File: src/rtl/lst_pkg.sv
// shared constants and types of the range-add range-sum store
package lst_pkg;

  localparam int unsigned NUM_ELEMENTS = 1024;
  localparam int unsigned ADDR_W       = $clog2(NUM_ELEMENTS);
  localparam int unsigned IDX_W        = ADDR_W + 2;
  localparam int unsigned RANGE_W      = 10;
  localparam int unsigned VAL_W        = 32;
  localparam int unsigned SUM_W        = 64;
  localparam int unsigned STAT_W       = 2;

  localparam logic REQ_ADD   = 1'b0;
  localparam logic REQ_QUERY = 1'b1;

  localparam logic [STAT_W-1:0] STAT_ADD   = 2'd0;
  localparam logic [STAT_W-1:0] STAT_QUERY = 2'd1;
  localparam logic [STAT_W-1:0] STAT_BAD   = 2'd2;

  typedef struct packed {
    logic load;
    logic clr_wr;
    logic rd;
    logic step;
    logic mul;
    logic setup;
    logic fold;
    logic out_load;
    logic pass;
  } lst_cmd_t;

  typedef struct packed {
    logic bad;
    logic is_add;
    logic live;
    logic clr_last;
  } lst_sts_t;

endpackage

File: src/rtl/lst_ctrl.sv
// controller: clearing sweep and sequencing of the tree walks
module lst_ctrl (
  input  logic                clk_i,
  input  logic                rst_ni,
  input  logic                in_valid_i,
  output logic                in_ready_o,
  output logic                out_valid_o,
  input  logic                out_ready_i,
  input  lst_pkg::lst_sts_t   sts_i,
  output lst_pkg::lst_cmd_t   cmd_o
);
  import lst_pkg::*;

  typedef enum logic [3:0] {
    S_CLEAR, S_IDLE, S_CHECK, S_MUL, S_SETUP, S_RD, S_STEP, S_FOLD, S_DONE
  } state_e;

  state_e state_q;
  logic   pass_q;
  logic   out_valid_q;
  logic   slot_free;

  assign slot_free   = !out_valid_q || out_ready_i;
  assign in_ready_o  = (state_q == S_IDLE);
  assign out_valid_o = out_valid_q;

  always_comb begin
    cmd_o          = '0;
    cmd_o.pass     = pass_q;
    cmd_o.load     = in_ready_o && in_valid_i;
    cmd_o.clr_wr   = (state_q == S_CLEAR);
    cmd_o.mul      = (state_q == S_MUL);
    cmd_o.setup    = (state_q == S_SETUP);
    cmd_o.rd       = (state_q == S_RD) && sts_i.live;
    cmd_o.step     = (state_q == S_STEP);
    cmd_o.fold     = (state_q == S_FOLD);
    cmd_o.out_load = (state_q == S_DONE) && slot_free;
  end

  always_ff @(posedge clk_i or negedge rst_ni) begin
    if (!rst_ni) begin
      state_q     <= S_CLEAR;
      pass_q      <= 1'b0;
      out_valid_q <= 1'b0;
    end else begin
      if (cmd_o.out_load) begin
        out_valid_q <= 1'b1;
      end else if (out_ready_i) begin
        out_valid_q <= 1'b0;
      end
      case (state_q)
        S_CLEAR: begin
          if (sts_i.clr_last) state_q <= S_IDLE;
        end
        S_IDLE: begin
          if (in_valid_i) begin
            pass_q  <= 1'b0;
            state_q <= S_CHECK;
          end
        end
        S_CHECK: begin
          if (sts_i.bad) state_q <= S_DONE;
          else if (sts_i.is_add) state_q <= S_MUL;
          else state_q <= S_SETUP;
        end
        S_MUL: begin
          state_q <= sts_i.is_add ? S_SETUP : S_FOLD;
        end
        S_SETUP: begin
          state_q <= S_RD;
        end
        S_RD: begin
          if (sts_i.live) begin
            state_q <= S_STEP;
          end else if (!sts_i.is_add) begin
            state_q <= S_MUL;
          end else if (pass_q) begin
            state_q <= S_DONE;
          end else begin
            pass_q  <= 1'b1;
            state_q <= S_MUL;
          end
        end
        S_STEP: begin
          state_q <= S_RD;
        end
        S_FOLD: begin
          if (pass_q) begin
            state_q <= S_DONE;
          end else begin
            pass_q  <= 1'b1;
            state_q <= S_SETUP;
          end
        end
        S_DONE: begin
          if (slot_free) state_q <= S_IDLE;
        end
        default: state_q <= S_IDLE;
      endcase
    end
  end

endmodule

File: config.mk
export PLATFORM = sky130hd
export DESIGN_NAME = lst_ctrl
export DESIGN_NICKNAME = d
export VERILOG_FILES = /design/src/rtl/lst_pkg.sv /design/src/rtl/lst_ctrl.sv
export SDC_FILE = /design/constraint.sdc
export NUM_CORES = 1
export LEC_CHECK = 0
export BUFFER_PORTS_ARGS = -buffer_cell sky130_fd_sc_hd__buf_2
export CAP_MARGIN = 10
export CORE_AREA = 5 5 42 44
export DETAILED_ROUTE_END_ITERATION = 16
export DIE_AREA = 0 0 47 49
export PLACE_DENSITY_LB_ADDON = 0.15
export SYNTH_ARGS = -nofsm -noshare
export SYNTH_HDL_FRONTEND = slang
export SYNTH_SLANG_ARGS = --single-unit
File: constraint.sdc
create_clock -name clk_i -period 1.3 [get_ports clk_i]
set_input_delay 0.325 -clock clk_i [delete_from_list [all_inputs] [get_ports clk_i]]
set_output_delay 0.325 -clock clk_i [all_outputs]
set_load 0.02 [all_outputs]
Word level (Yosys, flattened, before mapping)

Cells that the tools add are included.

Bits of input ports: 8
Bits in latches: 0
Register bits after elaboration: 6
ROM bits: 0
Memories kept: 0
RAM bits: 0

Divide/modulo/power cells: 0
Mux-type cells: 17
Magnitude comparators: 0
Shifts and indexed selects: 0
Equality and inequality tests: 13
Multipliers: 0
Bitwise gates (word level): 0
Add/sub/neg operators: 0
Reduce and logical (&&, ||, !) cells: 11

Operators by type and width:

| kind                 | count |
|---|---|
| $mux W4              | 8 |
| $pmux W4 S8          | 1 |
| $eq A4 B3 Y1 const B | 4 |
| $ne A2 B2 Y1 const B | 5 |
| $eq A4 B2 Y1 const B | 2 |
| $mux W1              | 5 |
| $eq A4 B1 Y1 const B | 1 |
| $eq A4 B4 Y1 const B | 1 |
| $logic_not A4 Y1     | 1 |
| $reduce_and A4 Y1    | 1 |
| $logic_and A1 B1 Y1  | 3 |
| $mux W3              | 1 |
| $pmux W1 S3          | 1 |
| $reduce_and A3 Y1    | 1 |
| $reduce_bool A3 Y1   | 1 |
| $mux W2              | 1 |
| $reduce_bool A2 Y1   | 1 |
| $reduce_or A2 Y1     | 1 |
| $logic_not A1 Y1     | 1 |
| $logic_or A1 B1 Y1   | 1 |

Depth between registers and ports, before layout

Gate-level depths: netlist (run 1).

Word-level depth: 4
Gate-level depth with buffers: 4
Depth with buffers taken out: 3

Worst setup path before layout (run 1)

No wires, ideal clock.

Path kind: register to register
Start: register state_q[1]
End: register state_q[0]
Buffers on the path: 1
Setup slack: -396 ps
Arrival: 1525 ps
Setup time: 172 ps
Cell stages (with the launch flop): 4
Cells stage by stage: dfrtp_1 -> buf_2 -> nor4_1 -> a221oi_1

RTL lines:

| what                   | line           | source |
|---|---|---|
| start, declared        | lst_ctrl.sv:18 | `state_e state_q;` |
| start signal, assigned | lst_ctrl.sv:67 | `state_q <= sts_i.is_add ? S_SETUP : S_FOLD;` |

==> run metrics, run 1 <==
violated checks negative setup slack; clock share of power about 9%; Total Power 0.00176 W; die width 47 um; routed via count divided by cell count 5.26; met2 routed WL 754 um; RSZ-0062 raised after global routing true; CTS max path bufs 2; number of nets still failing antenna checks after routing 0; area of the core 1400 sq um; prevailing post-synth register cell sky130_fd_sc_hd__dfrtp_1; final slew viol count 0; cell area power density 2170 nW/um^2; combinational group share of total power 73.1%; flip-flop and latch count after synthesis 6; utilization after layout slightly below 60%; Clock Sink Count 6; TritonCTS buffer count 3; global-route wire length before repair 2120 um; Overflow after GRT 0; TritonCTS clock tree built; element type at the critical path end primary output; antenna fix cells 0; relative slew slack 78.4%; Skew-Pair Late Insertion Delay 240 ps; Int Power 0.000999 W; Die Outline Area about 2300 sq um; met3 wirelength from detailed routing roughly 81 um; main area contributors after synthesis sky130_fd_sc_hd__dfrtp_1 33%, sky130_fd_sc_hd__and3_1 5.5%, sky130_fd_sc_hd__nor2b_1 5.5%; count of input and output buffers 18; critical path peak fanout 2; Vias approximately 540; maximum frequency from static timing analysis 550 MHz; net count of the finished layout 96; actual transition at the worst max-transition pin 321 ps; height of the chip between 40 and 50 um; half-perimeter wire length of the detailed placement result 965 um; shortest period the worst path allows 1820 ps; synth warn 0; Initial Util 32.6%; fraction of the yosys area taken by sequential cells 32.9%; final wirelength 1340 um; worst path arrival time 1490 ps; count of unresolved DRC violations after routing 0; post-synth top area share 32.9%; Syn Std Cell Area 457 sq um; # setup viols final 14; count of TritonRoute iterations in the first routing pass 4; worst ir drop on vdd 0.00107 V; dominant cell type by area after synthesis sky130_fd_sc_hd__dfrtp_1; status finished, violations left; switch share between 40% and 50%; top-count cell post-synth sky130_fd_sc_hd__dfrtp_1; startpoint types register; number of distinct library cell variants in the gate-level netlist after synthesis 24; wl on met1 485 um; CTS root buf sky130_fd_sc_hd__clkbuf_4; gp weighted congestion 0.719; share of total power in sequential cells roughly 18%; largest net degree at the start of global routing 15; synth cell count leaders 6 x sky130_fd_sc_hd__dfrtp_1, 4 x sky130_fd_sc_hd__and3_1, 4 x sky130_fd_sc_hd__nand2_1, 4 x sky130_fd_sc_hd__nor2b_1; Synth-to-Final Area Change 77.3%; setup slack of the critical path after layout -518 ps; Syn Inst Count 54; Required @ worst endpoint 980 ps; I/O pin count 19; origin of the worst min-delay path sts_i[0]; number of DRC markers after the initial detailed-route iteration 6; # rows 14; worst r2r path cells 7; P_sw 0.000760 W; top sig layer met4; async set or reset register ratio after synthesis 100%; post-synthesis net count between 60 and 70; Leakage 0.386 nW; number of global-route vias before repair 504; average footprint of a synthesized cell 8.46 sq um; max-capacitance violation count 0; critical path start-end classification reg -> out; Clk pin slew, worst setup/hold paths 40 ps; Fin. Hold Viols 0; worst clock skew about 5.6 ps; final period utilization 140%; overall global routing resource usage 12.2%; cell depth of the worst hold path 3; routed length per instance between 10 and 15 um; count of flip-flops with a built-in enable after synthesis 0; CTS H-tree lvls 1; R2R Path Start state_q[2]$_DFFE_PN0P_; start point of the critical path state_q[2]$_DFFE_PN0P_; fraction of final layout cells with drive strength greater than 1 55.8%; initial antenna violation count 0; class of the tightest hold or removal check in -> reg
cell usage in the layout (no fill, tap or decap), types with 3 or more instances in the layout:
cell	netlist	routed
sky130_fd_sc_hd__nand2_1	4	4
sky130_fd_sc_hd__dfrtp_1	6	6
sky130_fd_sc_hd__buf_2	3	10
sky130_fd_sc_hd__clkbuf_4	0	3
sky130_fd_sc_hd__inv_1	3	3
sky130_fd_sc_hd__nand2b_1	3	3
sky130_fd_sc_hd__buf_6	0	11
sky130_fd_sc_hd__nor2b_1	4	3
sky130_fd_sc_hd__buf_4	1	11
metal layers:
| layer | vias up | GRT usage [%] |
|---|---|---|
| met1 | 258 | 13.6 |
| met3 | 2 | 2.95 |
| li1 | 261 | - |
| met4 | 0 | 4.15 |
| met5 | - | 0 |
| met2 | 16 | 21.5 |
logic make-up after synthesis:
family                 synth area share [%]
AO/OA/AOI/OAI                          19.5
buffers and inverters                  7.40
flip-flops                             32.9
AND/OR/NAND/NOR                        40.3
timing repair:
item	4_1_cts	5_1_grt
pin swaps	4	6
hold buffers	1	0
hold endpoints to repair	6	0
gates resized for setup	23	9
endpoints found under the setup margin	13	15
gates cloned	0	0
setup buffers	6	3
layout make-up:
type                            count  area, sq um
Fill cell                         135          592
Tap cell                           16         20.0
Multi-Input combinational cell     41          339
Inverter                            3         11.3
Sequential cell                     6          150
Clock buffer                        3         22.5
Timing Repair Buffer               33          267
critical path: stages, from the launching register on:
cell	delay, ps
sky130_fd_sc_hd__dfrtp_1	380
sky130_fd_sc_hd__or4b_4	540
sky130_fd_sc_hd__and2b_2	230
sky130_fd_sc_hd__buf_6	110
flip-flops by register name (all words and copies together) (netlist names):
register	count
state_q	4
out_valid_o	1
pass_q	1
power groups by stage:
| stage | logic, W | clock network, W | registers (W) |
|---|---|---|---|
| finish | 0.00129 | 0.000161 | 0.000312 |
| global route | 0.00139 | 0.000188 | 0.000321 |
| CTS | 0.00124 | 0.000169 | 0.000313 |
| detailed placement | 0.000986 | 0 | 0.000309 |
| global placement | 0.000979 | 0 | 0.000306 |
| floorplan | 0.000648 | 0 | 0.000334 |
per-stage QoR:
stage               instances  hold WS (ps)  TNS [ps]  cell area [sq um]  setup slack (ps)
floorplan                  54          29.4      -462                478              -226
global placement           92           151     -1300                626              -274
detailed placement         92           149     -1500                626              -285
CTS                       101           343     -3890                782              -515
global route              102           350     -4950                810              -573
finish                    102           340     -4020                810              -518
path summary, 6_finish.rpt:
path	endpoint	slack, ps
max	cmd_o[1]	-520
max reg2reg	state_q[3]$_DFFE_PN0P_	-450
min in group asynchronous	out_valid_o$_DFFE_PN0P_	440
min	state_q[0]$_DFFE_PN0P_	340
min reg2reg	pass_q$_DFFE_PN0P_	610
max in group asynchronous	state_q[2]$_DFFE_PN0P_	720
(Power assumes the default switching activity.)
==> inputs of run 2 (changes only) <==
==> constraint.sdc (replaced) <==
create_clock -name clk_i -period 2 [get_ports clk_i]
set_input_delay 0.5 -clock clk_i [delete_from_list [all_inputs] [get_ports clk_i]]
set_output_delay 0.5 -clock clk_i [all_outputs]
set_load 0.02 [all_outputs]
==> run 2 against run 1 <==
The run now ends clean. Clock skew shrank 4.9 ps. Routed wire length shrank 22%. Worst setup slack gained 540 ps. Critical path depth is the same.
==> run metrics, run 2 (synthesis results as in run 1) <==
number of global-route vias before repair 397 (was 504); relative slew slack 79.3% (was 78.4%); Skew-Pair Late Insertion Delay 230 ps (was 240 ps); Clk pin slew, worst setup/hold paths 40 ps (about the same); Layout fillers 147 (was 135); half-perimeter wire length of the detailed placement result 833 um (was 965 um); CP Cell Sequence or4b_4 -> and2b_2 -> buf_6 (unchanged); global-route wire length before repair 1640 um (was 2120 um); gp weighted congestion 0.716 (was 0.719); worst clock skew 0.732 ps (was 5.61 ps); number of nets still failing antenna checks after routing 0 (unchanged); height of the chip 49 um (unchanged); worst path arrival time 1480 ps (was 1490 ps); actual transition at the worst max-transition pin 307 ps (was 321 ps); final slew viol count 0 (unchanged); overall global routing resource usage 9.50% (was 12.2%); # rows 14 (unchanged); Critical Path Max Stage Delay 550 ps (was 540 ps); final period utilization just under 100%; finished layout cell area 597 sq um (was 810 sq um); count of TritonRoute iterations in the first routing pass 3 (was 4); RSZ-0062 raised after global routing true (unchanged); routed via count divided by cell count 5.06 (was 5.26); final wirelength 1050 um (was 1340 um); CTS max path bufs 2 (unchanged); register ranked first by flip-flop count state_q (unchanged); Synth-to-Final Area Change 30.7% (was 77.3%); CTS root buf sky130_fd_sc_hd__clkbuf_4 (unchanged); Leakage 0.302 nW (was 0.386 nW); shortest period the worst path allows 1980 ps; antenna fix cells 0 (unchanged); Overflow after GRT 0 (unchanged); most frequent cells in the layout 17 x sky130_fd_sc_hd__buf_2, 5 x sky130_fd_sc_hd__dfrtp_1, 4 x sky130_fd_sc_hd__nor2b_1, 4 x sky130_fd_sc_hd__and3_1, 4 x sky130_fd_sc_hd__nand2_1 (was 11 x sky130_fd_sc_hd__buf_6, 11 x sky130_fd_sc_hd__buf_4, 10 x sky130_fd_sc_hd__buf_2); worst slack at placement 203 ps (was -285 ps); count of unresolved DRC violations after routing 0 (unchanged); Total Neg Setup Slack 0 ps (was -4020 ps); element type at the critical path end primary output (unchanged); Fin. Hold Viols 0 (unchanged); Total Power 0.000855 W (was 0.00176 W); Die Outline Area 2300 sq um (unchanged); die width 47 um (unchanged); worst reg2reg path endpoint state_q[3]$_DFFE_PN0P_ (unchanged); sequential cell area in the final layout 151 sq um (was 150 sq um); worst ir drop on vdd 0.000674 V (was 0.00107 V); area of the core 1400 sq um (unchanged); startpoint types register (unchanged); max-capacitance violation count 0 (unchanged); Initial Util 32.6% (unchanged); fraction of final layout cells with drive strength greater than 1 37.8% (was 55.8%); R2R Path Start state_q[1]$_DFFE_PN0P_ (was state_q[2]$_DFFE_PN0P_); cell area power density 1430 nW/um^2 (was 2170 nW/um^2); critical path start-end classification reg -> out (unchanged); net count of the finished layout 84 (was 96); worst r2r path cells 3 (was 7); count of input and output buffers 18 (unchanged); Required @ worst endpoint 1500 ps (was 980 ps); status completed (was finished, violations left); area of combinational cells with multiple inputs 273 sq um (was 339 sq um); setup slack of the critical path after layout 17.2 ps (was -518 ps); initial antenna violation count 0 (unchanged); dpl cell area 567 sq um (was 626 sq um); max reg flops 4 (unchanged); leading cell type in the layout, fill and taps excluded sky130_fd_sc_hd__buf_2; # setup viols final 0 (was 14); total buffers and inverters traversed by the critical path 1 (unchanged); TritonCTS buffer count 3 (unchanged); CTS H-tree lvls 1 (unchanged); number of DRC markers after the initial detailed-route iteration 6 (unchanged); Clock Sink Count 6 (unchanged); minimum setup slack among reg-to-reg paths 690 ps (was -450 ps); TritonCTS clock tree built (unchanged); routed length per instance 11.6 um (was 13.2 um); largest net degree at the start of global routing 15 (unchanged); class of the tightest hold or removal check in -> async (was in -> reg); critical path peak fanout 4 (was 2); maximum frequency from static timing analysis 504 MHz; cell class contributing the biggest share of worst-path delay simple AND/OR/NAND/NOR gates (unchanged); master of the slowest instance on the critical path sky130_fd_sc_hd__or4b_4 (unchanged); start point of the critical path state_q[1]$_DFFE_PN0P_ (was state_q[2]$_DFFE_PN0P_); Vias 455 (was 537); I/O pin count 19 (unchanged)
==> run 2: changes by cell type in the layout (fill, tap and decap cells not counted), moves of 2 or more <==
cell | previous run | this run
sky130_fd_sc_hd__nor3b_1 | 1 | 3
sky130_fd_sc_hd__nor2_1 | 1 | 3
sky130_fd_sc_hd__buf_2 | 10 | 17
sky130_fd_sc_hd__buf_4 | 11 | 3
sky130_fd_sc_hd__buf_6 | 11 | 1
sky130_fd_sc_hd__and3_1 | 2 | 4
==> run 2: power by group <==
group	internal (W)	switching, W	total, W
clock network	0.0000674	0.0000365	0.000104
registers	0.000172	0.0000336	0.000206
logic	0.000225	0.000320	0.000546
==> run 2: layer usage <==
| layer | share of wire [%] | wire length [um] | vias up | track usage (%) |
|---|---|---|---|---|
| li1 | - | - | 238 | - |
| met1 | 47 | 497 | 209 | 13.5 |
| met2 | 48 | 501 | 8 | 13.3 |
| met3 | 4.6 | 48 | 0 | 1.11 |
| met4 | 0 | 0 | 0 | 5.53 |
| met5 | 0 | 0 | - | 0 |
==> run 2: worst max path at each step <==
stage,slack (ps),cells after the start,end
CTS,3,3,cmd_o[1]
detailed placement,200,3,cmd_o[1]
global placement,220,3,cmd_o[1]
finish,20,3,cmd_o[1]
floorplan,180,2,cmd_o[7]
global route,-20,3,cmd_o[1]
==> run 2: repair_timing <==
item / CTS / global route
gates resized for setup: 3 / 0
endpoints found under the setup margin: 1 / 2
pin swaps: 1 / 0
hold buffers: 0 / 0
setup buffers: 0 / 0
==> run 2: per-stage QoR <==
stage / std cells / utilization [%] / hold slack [ps]
after floorplan: 54 / - / 204
after global placement: 87 / 40.4 / 325
after detailed placement: 87 / 40.4 / 323
after CTS: 90 / 42.6 / 67.1
after global routing: 90 / 42.6 / 77.2
final: 90 / 42.6 / 74.4
==> run 2: layout make-up <==
cell class	instances	area share [%]
Clock buffer	3	3.77
Timing Repair Buffer	21	19.9
Sequential cell	6	25.4
Inverter	3	1.89
Tap cell	16	3.35
Multi-Input combinational cell	41	45.7
==> inputs of run 3 (changes only) <==
--- a/config.mk
+++ b/config.mk
@@ -10,7 +10,9 @@
 export CORE_AREA = 5 5 42 44
 export DETAILED_ROUTE_END_ITERATION = 16
 export DIE_AREA = 0 0 47 49
+export HOLD_SLACK_MARGIN = 0.08
 export PLACE_DENSITY_LB_ADDON = 0.15
+export SETUP_SLACK_MARGIN = 0.1
 export SYNTH_ARGS = -nofsm -noshare
 export SYNTH_HDL_FRONTEND = slang
 export SYNTH_SLANG_ARGS = --single-unit
==> run 3 against run 2 <==
Critical path depth unchanged. Non-clock buffer count up 4. Total power grew 3.5%. First-iteration DRC count decreased by 17%. Register-to-register slack lost 110 ps. Clock skew about the same. Worst setup slack improved by 19 ps. Cell area up 6.3%. Sequential share of layout area shrank 1.5 points. Via count up 5.5%. Die area did not move. Global-route usage rose by 0.14 points. Critical path type unchanged. Largest cell class unchanged. Largest power group unchanged.
==> run metrics, run 3 (synthesis results as in run 1) <==
status completed (unchanged); I/O pin count 19 (unchanged); Overflow after GRT 0 (unchanged); TritonCTS clock tree built (unchanged); combinational group share of total power 65.2% (was 63.8%); gp weighted congestion 0.716 (unchanged); worst path arrival time 1460 ps (was 1480 ps); # rows 14 (unchanged); net count of the finished layout 88 (was 84); final wirelength 1080 um (was 1050 um); number of nets still failing antenna checks after routing 0 (unchanged); most frequent cells in the layout 17 x sky130_fd_sc_hd__buf_2, 6 x sky130_fd_sc_hd__buf_4, 5 x sky130_fd_sc_hd__dfrtp_1 (was 17 x sky130_fd_sc_hd__buf_2, 5 x sky130_fd_sc_hd__dfrtp_1, 4 x sky130_fd_sc_hd__nor2b_1, 4 x sky130_fd_sc_hd__and3_1, 4 x sky130_fd_sc_hd__nand2_1); switch share 45.1% (was 45.6%); antenna fix cells 0 (unchanged); class of the tightest hold or removal check in -> reg (was in -> async); worst clock skew 0.818 ps (was 0.732 ps); height of the chip 49 um (unchanged); shortest period the worst path allows 1960 ps (was 1980 ps); maximum frequency from static timing analysis 509 MHz (was 504 MHz); Total Power 0.000885 W (was 0.000855 W); register ranked first by flip-flop count state_q (unchanged); half-perimeter wire length of the detailed placement result 833 um (unchanged); master of the slowest instance on the critical path sky130_fd_sc_hd__or4b_4 (unchanged); critical path peak fanout 2 (was 4); final period utilization 98.2% (was 99.1%); count of unresolved DRC violations after routing 0 (unchanged); share of total power in sequential cells 23.1% (was 24.1%); overall global routing resource usage 9.65% (was 9.50%); worst hold slack after final layout 513 ps (was 74.4 ps); total buffers and inverters traversed by the critical path 1 (unchanged); max reg flops 4 (unchanged); Total Neg Setup Slack 0 ps (unchanged); TritonCTS buffer count 3 (unchanged); die width 47 um (unchanged); startpoint types register (unchanged); RSZ-0062 raised after global routing true (unchanged); fraction of final layout cells with drive strength greater than 1 42.3% (was 37.8%); number of global-route vias before repair 402 (was 397); cell class contributing the biggest share of worst-path delay simple AND/OR/NAND/NOR gates (unchanged); Leakage 0.322 nW (was 0.302 nW); count of TritonRoute iterations in the first routing pass 4 (was 3); count of input and output buffers 18 (unchanged); initial antenna violation count 0 (unchanged); CTS root buf sky130_fd_sc_hd__clkbuf_4 (unchanged); element type at the critical path end primary output (unchanged); Vias 480 (was 455); area of the core 1400 sq um (unchanged); Skew-Pair Late Insertion Delay 230 ps (about the same); Required @ worst endpoint 1500 ps (about the same); global-route wire length before repair 1670 um (was 1640 um); routed length per instance 11.5 um (was 11.6 um); relative slew slack 79.2% (was 79.3%); dpl cell area 567 sq um (unchanged); Int Power 0.000486 W (was 0.000465 W); Initial Util 32.6% (unchanged); worst ir drop on vdd 0.000691 V (was 0.000674 V); Synth-to-Final Area Change 38.9% (was 30.7%); Clk pin slew, worst setup/hold paths 40 ps (about the same); finished layout cell area 634 sq um (was 597 sq um); Fin. Hold Viols 0 (unchanged); final slew viol count 0 (unchanged); leading cell type in the layout, fill and taps excluded sky130_fd_sc_hd__buf_2 (unchanged); CTS H-tree lvls 1 (unchanged); number of DRC markers after the initial detailed-route iteration 5 (was 6); cell area power density 1400 nW/um^2 (was 1430 nW/um^2); routed via count divided by cell count 5.11 (was 5.06); CTS max path bufs 2 (unchanged); CP Cell Sequence or4b_4 -> and2b_2 -> buf_6 (unchanged); # setup viols final 0 (unchanged); Die Outline Area 2300 sq um (unchanged); clock share of power 11.7% (was 12.1%); actual transition at the worst max-transition pin 309 ps (was 307 ps); largest net degree at the start of global routing 15 (unchanged); Critical Path Max Stage Delay 530 ps (was 550 ps); Clock Sink Count 6 (unchanged); critical path start-end classification reg -> out (unchanged); max-capacitance violation count 0 (unchanged); P_sw 0.000399 W (was 0.000390 W)
[run 3: cell types whose count changed in the layout (fill, tap and decap cells not counted)]
cell	before	now
sky130_fd_sc_hd__nor2_2	0	1
sky130_fd_sc_hd__nor2b_1	4	3
sky130_fd_sc_hd__nor2_1	3	2
sky130_fd_sc_hd__dlygate4sd3_1	0	1
sky130_fd_sc_hd__nor2b_2	0	1
sky130_fd_sc_hd__buf_4	3	6
[run 3: worst paths after layout]
| kind | end | from | cells after the start | slack [ps] |
|---|---|---|---|---|
| setup / recovery | cmd_o[1] | state_q[1]$_DFFE_PN0P_ | 3 | 40 |
| hold / removal | state_q[2]$_DFFE_PN0P_ | sts_i[3] | 2 | 510 |
| setup reg to reg | state_q[3]$_DFFE_PN0P_ | state_q[1]$_DFFE_PN0P_ | 4 | 580 |
| hold reg to reg | out_valid_o$_DFFE_PN0P_ | out_valid_o$_DFFE_PN0P_ | 2 | 530 |
| max in group asynchronous | state_q[3]$_DFFE_PN0P_ | rst_ni | 2 | 1240 |
| min in group asynchronous | state_q[2]$_DFFE_PN0P_ | rst_ni | 2 | 610 |
[run 3: area by class of cell]
type	instances	area (sq um)
Fill cell	147	767
Multi-Input combinational cell	41	278
Sequential cell	6	151
Timing Repair Buffer	25	151
Clock buffer	3	22.5
Tap cell	16	20.0
Inverter	3	11.3
[run 3: repair_timing]
item,4_1_cts,5_1_grt
hold endpoints to repair,6,0
gates resized for setup,3,2
pin swaps,1,0
setup endpoints to repair,1,5
gates cloned,0,0
hold buffers,1,0
setup buffers,1,2
[run 3: routing by layer]
layer,part of all wire [%],vias up,routed length (um),GRT usage (%)
li1,-,245,-,-
met3,5.3,0,57,1.11
met1,45,223,489,13.9
met4,0,0,0,5.53
met2,49,12,532,13.3
met5,0,-,0,0
[run 3: stage by stage]
stage / utilization, % / cells / setup WS (ps)
floorplan: - / 54 / 177
global placement: 40.4 / 87 / 216
detailed placement: 40.4 / 87 / 203
CTS: 43.8 / 92 / 21.9
global route: 45.3 / 94 / 4.35
finish: 45.3 / 94 / 35.9
[run 3: power groups by stage]
stage | Sequential (W) | Combinational, W | Clock [W]
after global routing | 0.000208 | 0.000634 | 0.000114
after global placement | 0.000206 | 0.000558 | 0
final | 0.000205 | 0.000577 | 0.000104
after detailed placement | 0.000207 | 0.000546 | 0
after floorplan | 0.000216 | 0.000388 | 0
after CTS | 0.000207 | 0.000555 | 0.000111
